**config.mk**
```make
export PLATFORM = sky130hd
export DESIGN_NAME = zigzag_bit_packer_flat
export DESIGN_NICKNAME = d
export VERILOG_FILES = /design/src/sv/zbp_pkg.sv /design/src/sv/zbp_in_if.sv /design/src/sv/zbp_out_if.sv /design/src/sv/zbp_front.sv /design/src/sv/zbp_fifo.sv /design/src/sv/zbp_back.sv /design/src/sv/zigzag_bit_packer.sv /design/src/flat_wrapper.sv
export SDC_FILE = /design/constraint.sdc
export NUM_CORES = 1
export LEC_CHECK = 0
export ABC_AREA = 1
export BUFFER_PORTS_ARGS = -buffer_cell sky130_fd_sc_hd__buf_2
export CORE_ASPECT_RATIO = 0.8
export CORE_MARGIN = 2
export CORE_UTILIZATION = 30
export CTS_CLUSTER_DIAMETER = 100
export DETAILED_ROUTE_END_ITERATION = 8
export SKIP_CTS_REPAIR_TIMING = 1
export SYNTH_ARGS = -nofsm -noshare
export SYNTH_HDL_FRONTEND = slang
export SYNTH_SLANG_ARGS = --single-unit
```
**constraint.sdc**
```tcl
create_clock -name i_clk -period 14.23 [get_ports i_clk]
set_clock_uncertainty 0.2 [all_clocks]
set_input_delay 1.423 -clock i_clk [delete_from_list [all_inputs] [get_ports i_clk]]
set_output_delay 1.423 -clock i_clk [all_outputs]
set_load 0.02 [all_outputs]
```
**src/sv/zbp_pkg.sv**
```systemverilog
// ----------------------------------------------------------------------------
// zbp_pkg
// Shared types and constants of the zigzag bit packer.
// ----------------------------------------------------------------------------
`default_nettype none

package zbp_pkg;

    localparam int VAL_W   = 64;   // width of values and bound registers
    localparam int BYTE_W  = 8;
    localparam int WID_W   = 7;    // packed width, 1..64
    localparam int PEND_W  = 3;    // bits held toward the next byte, 0..7
    localparam int CFG_IDX_W = 1;

    localparam logic [CFG_IDX_W-1:0] CFG_MIN_VALUE = 1'b0;
    localparam logic [CFG_IDX_W-1:0] CFG_MAX_VALUE = 1'b1;

    typedef struct packed {
        logic signed [VAL_W-1:0] min_value;
        logic signed [VAL_W-1:0] max_value;
    } t_cfg;

    // one classified value travelling from front to back
    typedef struct packed {
        logic [VAL_W-1:0] value;   // sign extended, zigzag mapped while min is negative
        logic [WID_W-1:0] width;   // width of the run, used on its first word
        logic             first;
        logic             last;
    } t_item;

endpackage

`default_nettype wire

```
**src/sv/zbp_in_if.sv**
```systemverilog
// ----------------------------------------------------------------------------
// zbp_in_if
// Input channel: one signed value of a run and its end-of-run flag.
// ----------------------------------------------------------------------------
`default_nettype none

interface zbp_in_if;
    logic        valid;
    logic        ready;
    logic [63:0] value;
    logic        last;

    modport source (output valid, output value, output last, input ready);
    modport sink   (input valid, input value, input last, output ready);
endinterface

`default_nettype wire

```
**src/sv/zbp_out_if.sv**
```systemverilog
// ----------------------------------------------------------------------------
// zbp_out_if
// Output channel: one byte of the packed stream and its end-of-run flag.
// ----------------------------------------------------------------------------
`default_nettype none

interface zbp_out_if;
    logic       valid;
    logic       ready;
    logic [7:0] out_byte;
    logic       out_last;

    modport source (output valid, output out_byte, output out_last, input ready);
    modport sink   (input valid, input out_byte, input out_last, output ready);
endinterface

`default_nettype wire

```
**src/sv/zbp_front.sv**
```systemverilog
// ----------------------------------------------------------------------------
// zbp_front
// Accepts values, applies sign extension and zigzag mapping, and works out
// the packed width from the bounds over two pipeline stages.
// ----------------------------------------------------------------------------
`default_nettype none

module zbp_front #(
    parameter int VALUE_BITS = 64
) (
    input  wire logic          i_clk,
    input  wire logic          i_rst_n,
    input  wire zbp_pkg::t_cfg i_cfg,
    input  wire logic          i_valid,
    output logic               o_ready,
    input  wire logic [63:0]   i_value,
    input  wire logic          i_last,
    output logic               o_valid,
    input  wire logic          i_ready,
    output zbp_pkg::t_item     o_item
);
    import zbp_pkg::*;

    localparam logic [VAL_W-1:0] VMASK = (VALUE_BITS >= VAL_W) ? {VAL_W{1'b1}}
                                       : ((64'd1 << VALUE_BITS) - 64'd1);
    localparam int NGRP = VAL_W / BYTE_W;

    function automatic logic [2:0] msb3(input logic [BYTE_W-1:0] b);
        logic [2:0] p;
        p = 3'd0;
        for (int i = 0; i < BYTE_W; i++) begin
            if (b[i]) p = 3'(i);
        end
        return p;
    endfunction

    // stage 1
    logic             r_vld1, n_vld1;
    logic [VAL_W-1:0] r_val1, r_op1;
    logic             r_last1, r_first1;
    // stage 2
    logic             r_vld2, n_vld2;
    logic [VAL_W-1:0] r_val2;
    logic             r_last2, r_first2;
    logic [NGRP-1:0]  r_nz2;
    logic [2:0]       r_pos2 [NGRP];
    // run tracking
    logic             r_first;

    logic             adv1, adv2, rdy2;
    logic [VAL_W-1:0] sext, zval, zmin, op;

    assign rdy2    = !r_vld2 || i_ready;
    assign o_ready = !r_vld1 || rdy2;
    assign adv1    = i_valid && o_ready;
    assign adv2    = r_vld1 && rdy2;

    always_comb begin
        sext = i_value[VALUE_BITS-1] ? (i_value | ~VMASK) : (i_value & VMASK);
        zval = i_cfg.min_value[VAL_W-1] ? ((sext << 1) ^ {VAL_W{sext[VAL_W-1]}}) : sext;
        // zigzag image of min is -2*min - 1, i.e. the complement of 2*min
        zmin = ~(i_cfg.min_value << 1);
        if (!i_cfg.min_value[VAL_W-1]) begin
            op = i_cfg.max_value;
        end else if (i_cfg.max_value[VAL_W-1]) begin
            op = zmin;
        end else begin
            // bit length of an OR is the larger of the two lengths
            op = zmin | (i_cfg.max_value << 1);
        end
    end

    always_comb begin
        n_vld1 = r_vld1;
        if (adv1) n_vld1 = 1'b1;
        else if (adv2) n_vld1 = 1'b0;
        n_vld2 = r_vld2;
        if (adv2) n_vld2 = 1'b1;
        else if (i_ready) n_vld2 = 1'b0;
    end

    always_ff @(posedge i_clk) begin
        if (!i_rst_n) begin
            r_vld1  <= 1'b0;
            r_vld2  <= 1'b0;
            r_first <= 1'b1;
        end else begin
            r_vld1 <= n_vld1;
            r_vld2 <= n_vld2;
            if (adv1) r_first <= i_last;
        end
    end

    always_ff @(posedge i_clk) begin
        if (adv1) begin
            r_val1   <= zval;
            r_op1    <= op;
            r_last1  <= i_last;
            r_first1 <= r_first;
        end
        if (adv2) begin
            r_val2   <= r_val1;
            r_last2  <= r_last1;
            r_first2 <= r_first1;
            for (int g = 0; g < NGRP; g++) begin
                r_nz2[g]  <= |r_op1[g*BYTE_W +: BYTE_W];
                r_pos2[g] <= msb3(r_op1[g*BYTE_W +: BYTE_W]);
            end
        end
    end

    always_comb begin
        o_item.width = WID_W'(1);
        for (int g = 0; g < NGRP; g++) begin
            if (r_nz2[g]) o_item.width = WID_W'({3'(g), r_pos2[g]}) + WID_W'(1);
        end
        o_item.value = r_val2;
        o_item.first = r_first2;
        o_item.last  = r_last2;
    end

    assign o_valid = r_vld2;

endmodule

`default_nettype wire

```
**src/sv/zbp_fifo.sv**
```systemverilog
// ----------------------------------------------------------------------------
// zbp_fifo
// Two-word queue between the front and the back.
// ----------------------------------------------------------------------------
`default_nettype none

module zbp_fifo (
    input  wire logic           i_clk,
    input  wire logic           i_rst_n,
    input  wire logic           i_valid,
    output logic                o_ready,
    input  wire zbp_pkg::t_item i_item,
    output logic                o_valid,
    input  wire logic           i_ready,
    output zbp_pkg::t_item      o_item
);
    import zbp_pkg::*;

    t_item      r_mem [2];
    logic       r_wp, r_rp;
    logic [1:0] r_cnt;
    logic       wr, rd;

    assign o_ready = (r_cnt != 2'd2);
    assign o_valid = (r_cnt != 2'd0);
    assign wr      = i_valid && o_ready;
    assign rd      = o_valid && i_ready;
    assign o_item  = r_mem[r_rp];

    always_ff @(posedge i_clk) begin
        if (!i_rst_n) begin
            r_wp  <= 1'b0;
            r_rp  <= 1'b0;
            r_cnt <= 2'd0;
        end else begin
            if (wr) r_wp <= ~r_wp;
            if (rd) r_rp <= ~r_rp;
            case ({wr, rd})
                2'b10:   r_cnt <= r_cnt + 2'd1;
                2'b01:   r_cnt <= r_cnt - 2'd1;
                default: r_cnt <= r_cnt;
            endcase
        end
    end

    always_ff @(posedge i_clk) begin
        if (wr) r_mem[r_wp] <= i_item;
    end

endmodule

`default_nettype wire

```
**src/sv/zbp_back.sv**
```systemverilog
// ----------------------------------------------------------------------------
// zbp_back
// Bit packer: emits the header, appends value bits MSB first into the byte
// accumulator and flushes the partial byte at the end of a run.
// ----------------------------------------------------------------------------
`default_nettype none

module zbp_back (
    input  wire logic           i_clk,
    input  wire logic           i_rst_n,
    input  wire logic           i_valid,
    output logic                o_ready,
    input  wire zbp_pkg::t_item i_item,
    output logic                o_valid,
    input  wire logic           i_ready,
    output logic [7:0]          o_byte,
    output logic                o_last
);
    import zbp_pkg::*;

    typedef enum logic [3:0] {
        ST_IDLE  = 4'b0001,
        ST_HDR   = 4'b0010,
        ST_BITS  = 4'b0100,
        ST_FLUSH = 4'b1000
    } t_state;

    t_state              r_state, n_state;
    logic [BYTE_W-1:0]   r_acc, n_acc;
    logic [PEND_W-1:0]   r_pend, n_pend;
    logic [WID_W-1:0]    r_width, n_width;
    logic [WID_W-1:0]    r_rem, n_rem;
    logic [VAL_W-1:0]    r_sh, n_sh;
    logic                r_last, n_last;
    logic                r_ov, n_ov;
    logic [BYTE_W-1:0]   r_ob, n_ob;
    logic                r_ol, n_ol;

    logic                out_free;
    logic [WID_W-1:0]    ld_width;
    logic [3:0]          room, k, pend_sum;
    logic [2*BYTE_W-1:0] tmp;
    logic [WID_W-1:0]    rem_left;

    assign out_free = !r_ov || i_ready;
    assign o_ready  = (r_state == ST_IDLE);
    assign ld_width = i_item.first ? i_item.width : r_width;

    always_comb begin
        room     = 4'd8 - {1'b0, r_pend};
        k        = (r_rem < {3'b0, room}) ? r_rem[3:0] : room;
        tmp      = {r_acc, r_sh[VAL_W-1 -: BYTE_W]} << k;
        pend_sum = {1'b0, r_pend} + k;
        rem_left = r_rem - {3'b0, k};
    end

    always_comb begin
        n_state = r_state;
        n_acc   = r_acc;
        n_pend  = r_pend;
        n_width = r_width;
        n_rem   = r_rem;
        n_sh    = r_sh;
        n_last  = r_last;
        n_ov    = r_ov && !i_ready;
        n_ob    = r_ob;
        n_ol    = r_ol;
        unique case (r_state)
            ST_IDLE: begin
                if (i_valid) begin
                    n_width = ld_width;
                    n_rem   = ld_width;
                    // left-align so the first bit to send sits at the top
                    n_sh    = i_item.value << 6'(7'd64 - ld_width);
                    n_last  = i_item.last;
                    n_state = i_item.first ? ST_HDR : ST_BITS;
                end
            end
            ST_HDR: begin
                if (out_free) begin
                    n_ov    = 1'b1;
                    n_ob    = BYTE_W'(r_width);
                    n_ol    = 1'b0;
                    n_state = ST_BITS;
                end
            end
            ST_BITS: begin
                if (out_free) begin
                    n_sh  = r_sh << k;
                    n_rem = rem_left;
                    if (pend_sum == 4'd8) begin
                        n_ov   = 1'b1;
                        n_ob   = tmp[2*BYTE_W-1:BYTE_W];
                        n_ol   = r_last && (rem_left == '0);
                        n_acc  = '0;
                        n_pend = '0;
                    end else begin
                        n_acc  = tmp[2*BYTE_W-1:BYTE_W];
                        n_pend = pend_sum[PEND_W-1:0];
                    end
                    if (rem_left == '0) begin
                        if (r_last && pend_sum != 4'd8) n_state = ST_FLUSH;
                        else                            n_state = ST_IDLE;
                    end
                end
            end
            ST_FLUSH: begin
                if (out_free) begin
                    n_ov    = 1'b1;
                    n_ob    = r_acc << (4'd8 - {1'b0, r_pend});
                    n_ol    = 1'b1;
                    n_acc   = '0;
                    n_pend  = '0;
                    n_state = ST_IDLE;
                end
            end
            default: n_state = ST_IDLE;
        endcase
    end

    always_ff @(posedge i_clk) begin
        if (!i_rst_n) begin
            r_state <= ST_IDLE;
            r_acc   <= '0;
            r_pend  <= '0;
            r_width <= WID_W'(1);
            r_ov    <= 1'b0;
        end else begin
            r_state <= n_state;
            r_acc   <= n_acc;
            r_pend  <= n_pend;
            r_width <= n_width;
            r_ov    <= n_ov;
        end
    end

    always_ff @(posedge i_clk) begin
        r_rem  <= n_rem;
        r_sh   <= n_sh;
        r_last <= n_last;
        r_ob   <= n_ob;
        r_ol   <= n_ol;
    end

    assign o_valid = r_ov;
    assign o_byte  = r_ob;
    assign o_last  = r_ol;

endmodule

`default_nettype wire

```
**src/sv/zigzag_bit_packer.sv**
```systemverilog
// ----------------------------------------------------------------------------
// zigzag_bit_packer
// Packs runs of signed values into a byte stream at one width per run.
// ----------------------------------------------------------------------------
// The first word of a run emits a header byte holding the packed width
// (1..64), taken from min_value and max_value at that word. Each value is
// zigzag mapped while min_value is negative, cut to the width and sent MSB
// first. The word marked last flushes any zero-padded partial byte, and
// out_last is set on the final byte of the run. The front takes one word
// per cycle, unless held by back-pressure, through two pipeline stages
// into a two-word queue, so four words go in back to back before the back
// has to keep pace. The back loads a word in its idle state, then emits
// the header on the first word of a run, then packs in steps and, on the
// last word, flushes any partial byte. It does ceil((held + width) / 8)
// packing steps, where held is the 0..7 bits already waiting. The back
// takes no new word before it is done with the last. An output stall holds
// it, since every byte waits in the single output register. The user must
// write bounds through the cfg port while idle; the block does not enforce it.
// ----------------------------------------------------------------------------
`default_nettype none

module zigzag_bit_packer #(
    parameter int VALUE_BITS = 64
) (
    input  wire logic                          i_clk,
    input  wire logic                          i_rst_n,
    zbp_in_if.sink                             i_in,
    zbp_out_if.source                          o_out,
    input  wire logic                          i_cfg_we,
    input  wire logic [zbp_pkg::CFG_IDX_W-1:0] i_cfg_idx,
    input  wire logic [zbp_pkg::VAL_W-1:0]     i_cfg_data
);
    import zbp_pkg::*;

    t_cfg  r_cfg;
    t_item f_item, q_item;
    logic  f_valid, f_ready, q_valid, q_ready;

    always_ff @(posedge i_clk) begin
        if (!i_rst_n) begin
            r_cfg <= '0;
        end else if (i_cfg_we) begin
            unique case (i_cfg_idx)
                CFG_MIN_VALUE: r_cfg.min_value <= i_cfg_data;
                CFG_MAX_VALUE: r_cfg.max_value <= i_cfg_data;
                default: ;
            endcase
        end
    end

    zbp_front #(.VALUE_BITS(VALUE_BITS)) u_front (
        .i_clk   (i_clk),
        .i_rst_n (i_rst_n),
        .i_cfg   (r_cfg),
        .i_valid (i_in.valid),
        .o_ready (i_in.ready),
        .i_value (i_in.value),
        .i_last  (i_in.last),
        .o_valid (f_valid),
        .i_ready (f_ready),
        .o_item  (f_item)
    );

    zbp_fifo u_fifo (
        .i_clk   (i_clk),
        .i_rst_n (i_rst_n),
        .i_valid (f_valid),
        .o_ready (f_ready),
        .i_item  (f_item),
        .o_valid (q_valid),
        .i_ready (q_ready),
        .o_item  (q_item)
    );

    zbp_back u_back (
        .i_clk   (i_clk),
        .i_rst_n (i_rst_n),
        .i_valid (q_valid),
        .o_ready (q_ready),
        .i_item  (q_item),
        .o_valid (o_out.valid),
        .i_ready (o_out.ready),
        .o_byte  (o_out.out_byte),
        .o_last  (o_out.out_last)
    );

endmodule

`default_nettype wire

```
**src/flat_wrapper.sv**
```systemverilog
// flat-port wrapper written by rule: the top's interface ports become plain ports
module zigzag_bit_packer_flat import zbp_pkg::*;
#(
    parameter int VALUE_BITS = 64
)
  (i_clk, i_rst_n, i_cfg_we, i_cfg_idx, i_cfg_data, i_in_valid, i_in_value, i_in_last, i_in_ready, o_out_valid, o_out_out_byte, o_out_out_last, o_out_ready);
  zbp_in_if i_in_i ();
  zbp_out_if o_out_i ();
  input  wire logic i_clk;
  input  wire logic i_rst_n;
  input  wire logic i_cfg_we;
  input  wire logic [zbp_pkg::CFG_IDX_W-1:0] i_cfg_idx;
  input  wire logic [zbp_pkg::VAL_W-1:0] i_cfg_data;
  input wire logic [$bits(i_in_i.valid)-1:0] i_in_valid;
  input wire logic [$bits(i_in_i.value)-1:0] i_in_value;
  input wire logic [$bits(i_in_i.last)-1:0] i_in_last;
  output wire logic [$bits(i_in_i.ready)-1:0] i_in_ready;
  output wire logic [$bits(o_out_i.valid)-1:0] o_out_valid;
  output wire logic [$bits(o_out_i.out_byte)-1:0] o_out_out_byte;
  output wire logic [$bits(o_out_i.out_last)-1:0] o_out_out_last;
  input wire logic [$bits(o_out_i.ready)-1:0] o_out_ready;
  assign i_in_i.valid = i_in_valid;
  assign i_in_i.value = i_in_value;
  assign i_in_i.last = i_in_last;
  assign i_in_ready = i_in_i.ready;
  assign o_out_valid = o_out_i.valid;
  assign o_out_out_byte = o_out_i.out_byte;
  assign o_out_out_last = o_out_i.out_last;
  assign o_out_i.ready = o_out_ready;
  zigzag_bit_packer #(.VALUE_BITS(VALUE_BITS)) u_core (.i_clk(i_clk), .i_rst_n(i_rst_n), .i_in(i_in_i), .o_out(o_out_i), .i_cfg_we(i_cfg_we), .i_cfg_idx(i_cfg_idx), .i_cfg_data(i_cfg_data));
endmodule
```
==> impl_metrics.ini <==
[global_route]
grt_overflow = 0
first_global_vias = 23990
grt_max_degree = 116
track_usage = 0.1535
grt_pass1_wl_mm = 134.5
antenna_found_initial = 1

[finish]
finalNonFillerCells = 5192
synthToLayoutAreaGrowth_pct = 12.83
finish.utilization = 0.3420
nets = 3893
drive_gt1_frac = 0.09768
n_antenna_cell = 0

[pwr]
seqPwrFrac = 0.329
internal-power_w = 0.004116
comb_power_share = 0.426
power.share.clock = 0.245
total_leakage_power_nw = 13.50
net-switching-power_w = 0.003014
netSwitchingFraction = 0.4227
cell_area_power_density_nw_per_um2 = 199.0
ir_drop_mv = 0.1340

[setup_path]
setup.worst_path.end_class = flop
crit_path_start_kind = flop
cp.required_ns = 14.53
critical_path_fanouts_max = 87
setup.worst_path.class = flop to flop
cp_data_arrival_time_ns = 6.57

[cts]
clk_root_buffer_cell = sky130_fd_sc_hd__clkbuf_16
cts_sinks = 614
cts.clk_slew.worst_paths_ns = 0.06
clk-insertion-delay-late_ns = 0.65
tritoncts = yes
clk_path_buf_depth = 3
cts_buffers = 70
clock_tree.htree_level_count = 3

[sta]
finalWorstSetupSlack_ns = 7.963
final-setup-viol-count = 0
fin_crit_ns = 6.267
tightestPinTransition_ns = 1.052
grt_setup_unrepaired = false
timing_max_transition_violations_final = 0
setup_total_negative_slack_ns = 0
final.period_utilization = 0.4404
maxClockFrequency_mhz = 159.6
report.final.hold_viol_count = 0
finalHoldWorstSlack_ns = 0.2150
max-slew-margin-rel = 0.2974

[placed_design]
pre_cts_setup_slack_ns = 8.063
io_buffers = 145
dp_cells = 5068
place_congestion = 0.9373
place.detailed.hpwl_mm = 58.04

[synth]
post_synth_inst_count = 3719
yosysUniqueCellTypes = 49
synth_largest_area_cell = sky130_fd_sc_hd__edfxtp_1
synth_commonest_cells = sky130_fd_sc_hd__nand2_1, sky130_fd_sc_hd__nand3_1, sky130_fd_sc_hd__edfxtp_1, sky130_fd_sc_hd__nor2_1, sky130_fd_sc_hd__o21ai_0
synth_top_family_by_area = simple AND/OR/NAND/NOR gates
synth_compound_area_frac = 0.1234
avg_synthesized_cell_area_sq_um = 8.540
synth_xor_area_frac = 0.01926
postSynth.asyncResetShare = 0
synth_ff_type = sky130_fd_sc_hd__edfxtp_1
synth.ff_latch_count = 614
synth-edff-count = 455
post-synth-top-area-fraction = 0.4302
synth_simple_gate_area_frac = 0.2548
syn_area_sq_um = 31760
synth_area_leaders = sky130_fd_sc_hd__edfxtp_1, sky130_fd_sc_hd__dfxtp_1, sky130_fd_sc_hd__nand2_1, sky130_fd_sc_hd__nand3_1, sky130_fd_sc_hd__o21ai_0
syn_nets = 3876
yosys-mux-area-fraction = 0.01009
post_synth_fa_ha_maj_area_fraction = 0.008667
synth_most_common_cell = sky130_fd_sc_hd__nand2_1
yosysWarningCount = 0
seq_area_frac_synth = 0.5304

[die]
core_area_sq_um = 104800
fp.dieH_um = 295.0
io_pins = 146
fp-row-count = 106
floorplan.initialDensity = 0.3031
floorplan.die.width_um = 367.8
full_die_area_sq_um = 108500

[flow_run]
max_cap_viol_count = 0

[drt]
route.final.wire_length_mm = 85.37
wl_per_cell_um = 16.44
drt_iter0_markers = 2954
detail-route-antenna-nets = 0
via_per_inst = 5.034
post-route-drc-count = 0
route.vias.total = 26140
drt_pre_antenna_iters = 6

[min_path]
holdCritPathClass = flop to flop

[run_status]
status = completed
worst paths after layout:
kind                              from                         to  slack (ns)  depth (start not counted)
max                               flop     u_core.u_back.r_sh[25]        7.96                         18
max reg2reg                       flop     u_core.u_back.r_sh[25]        7.96                         18
min reg2reg  u_core.u_front.r_val1[14]  u_core.u_front.r_val2[14]        0.21                          0
min          u_core.u_front.r_val1[14]  u_core.u_front.r_val2[14]        0.21                          0
power groups by stage:
stage | logic, W | registers [W] | clock network, W
2_1_floorplan | 0.00221 | 0.00234 | 0
3_3_place_gp | 0.00293 | 0.00238 | 0
4_1_cts | 0.00296 | 0.00235 | 0.00179
5_1_grt | 0.00337 | 0.00237 | 0.00186
3_5_place_dp | 0.00295 | 0.00238 | 0
6_report | 0.00304 | 0.00235 | 0.00174
sequential cells by signal, indices dropped and copies added, names as in the netlist, 24 cells and up, named ones only:
name / cells
u_core.r_cfg: 128
u_core.u_fifo.r_mem: 146
u_core.u_back.r_sh: 64
u_core.u_front.r_op1: 64
u_core.u_front.r_val2: 64
u_core.u_front.r_val1: 64
u_core.u_front.r_pos2: 24
per-stage QoR:
step / cell area (sq um) / power (W)
floorplan: 31760 / 0.004551
global placement: 33580 / 0.005314
detailed placement: 33580 / 0.005332
CTS: 35840 / 0.007095
global route: 35840 / 0.007596
finish: 35840 / 0.007130
area by class of cell:
cell class	instances	area (sq um)
flip-flops and latches	614	16850
clock inverters	32	389.1
well taps	1404	1757
multi-input cells	2690	13300
fillers	10890	68940
clock buffers	92	1866
repair buffers	179	985.9
inverters	181	688.2
worst max-delay path, stage by stage, from the launching register on:
cell	delay (ns)
sky130_fd_sc_hd__dfxtp_2	0.89
sky130_fd_sc_hd__inv_2	0.56
sky130_fd_sc_hd__nand2_1	0.26
sky130_fd_sc_hd__nand2_4	0.14
sky130_fd_sc_hd__inv_1	0.11
sky130_fd_sc_hd__nand2_1	0.09
sky130_fd_sc_hd__nand2_4	0.53
sky130_fd_sc_hd__inv_4	0.33
sky130_fd_sc_hd__ha_2	0.31
sky130_fd_sc_hd__or2_2	0.30
sky130_fd_sc_hd__nand2_2	0.06
sky130_fd_sc_hd__buf_4	0.56
sky130_fd_sc_hd__inv_2	0.59
sky130_fd_sc_hd__nand2_1	0.28
sky130_fd_sc_hd__nand2_1	0.07
sky130_fd_sc_hd__o21ai_0	0.30
sky130_fd_sc_hd__or2_2	0.19
sky130_fd_sc_hd__nand3_1	0.11
sky130_fd_sc_hd__nand3_1	0.14
logic make-up after synthesis:
logic type	Yosys count
simple gates	1880
compound gates	687
fa+ha+maj	22
mux	32
buf+inv	415
flops	614
xor+xnor	69
cell usage in the layout (no fill, tap or decap), drive strengths merged:
master    instances
a211oi            1
a22oi             4
a21oi            53
a41oi             2
nand3b            1
clkbuf           92
nor3              8
o21a              1
o21bai            8
clkinv           28
a31oi            70
a22o              1
o221ai            2
xnor2            64
bufinv            3
nand4            49
o21ai           427
nor2            437
xor2              5
nand2           793
buf             179
o31ai             1
nand3           511
dfxtp           159
o22ai             1
o2111ai           2
mux2i            32
or2              80
nor4              1
o32ai             1
edfxtp          455
clkinvlp          3
inv             179
ha               22
o211ai          113
per-layer routing:
| layer | wire length (um) | vias up | GRT usage |
|---|---|---|---|
| met4 | 1683 | 2 | 0.04271 |
| met1 | 40490 | 12220 | 0.2224 |
| met3 | 6080 | 110 | 0.02867 |
| met2 | 37090 | 865 | 0.2334 |
| met5 | 15 | - | 0 |
| li1 | - | 12940 | - |
Power figures use the tool's default switching activity.
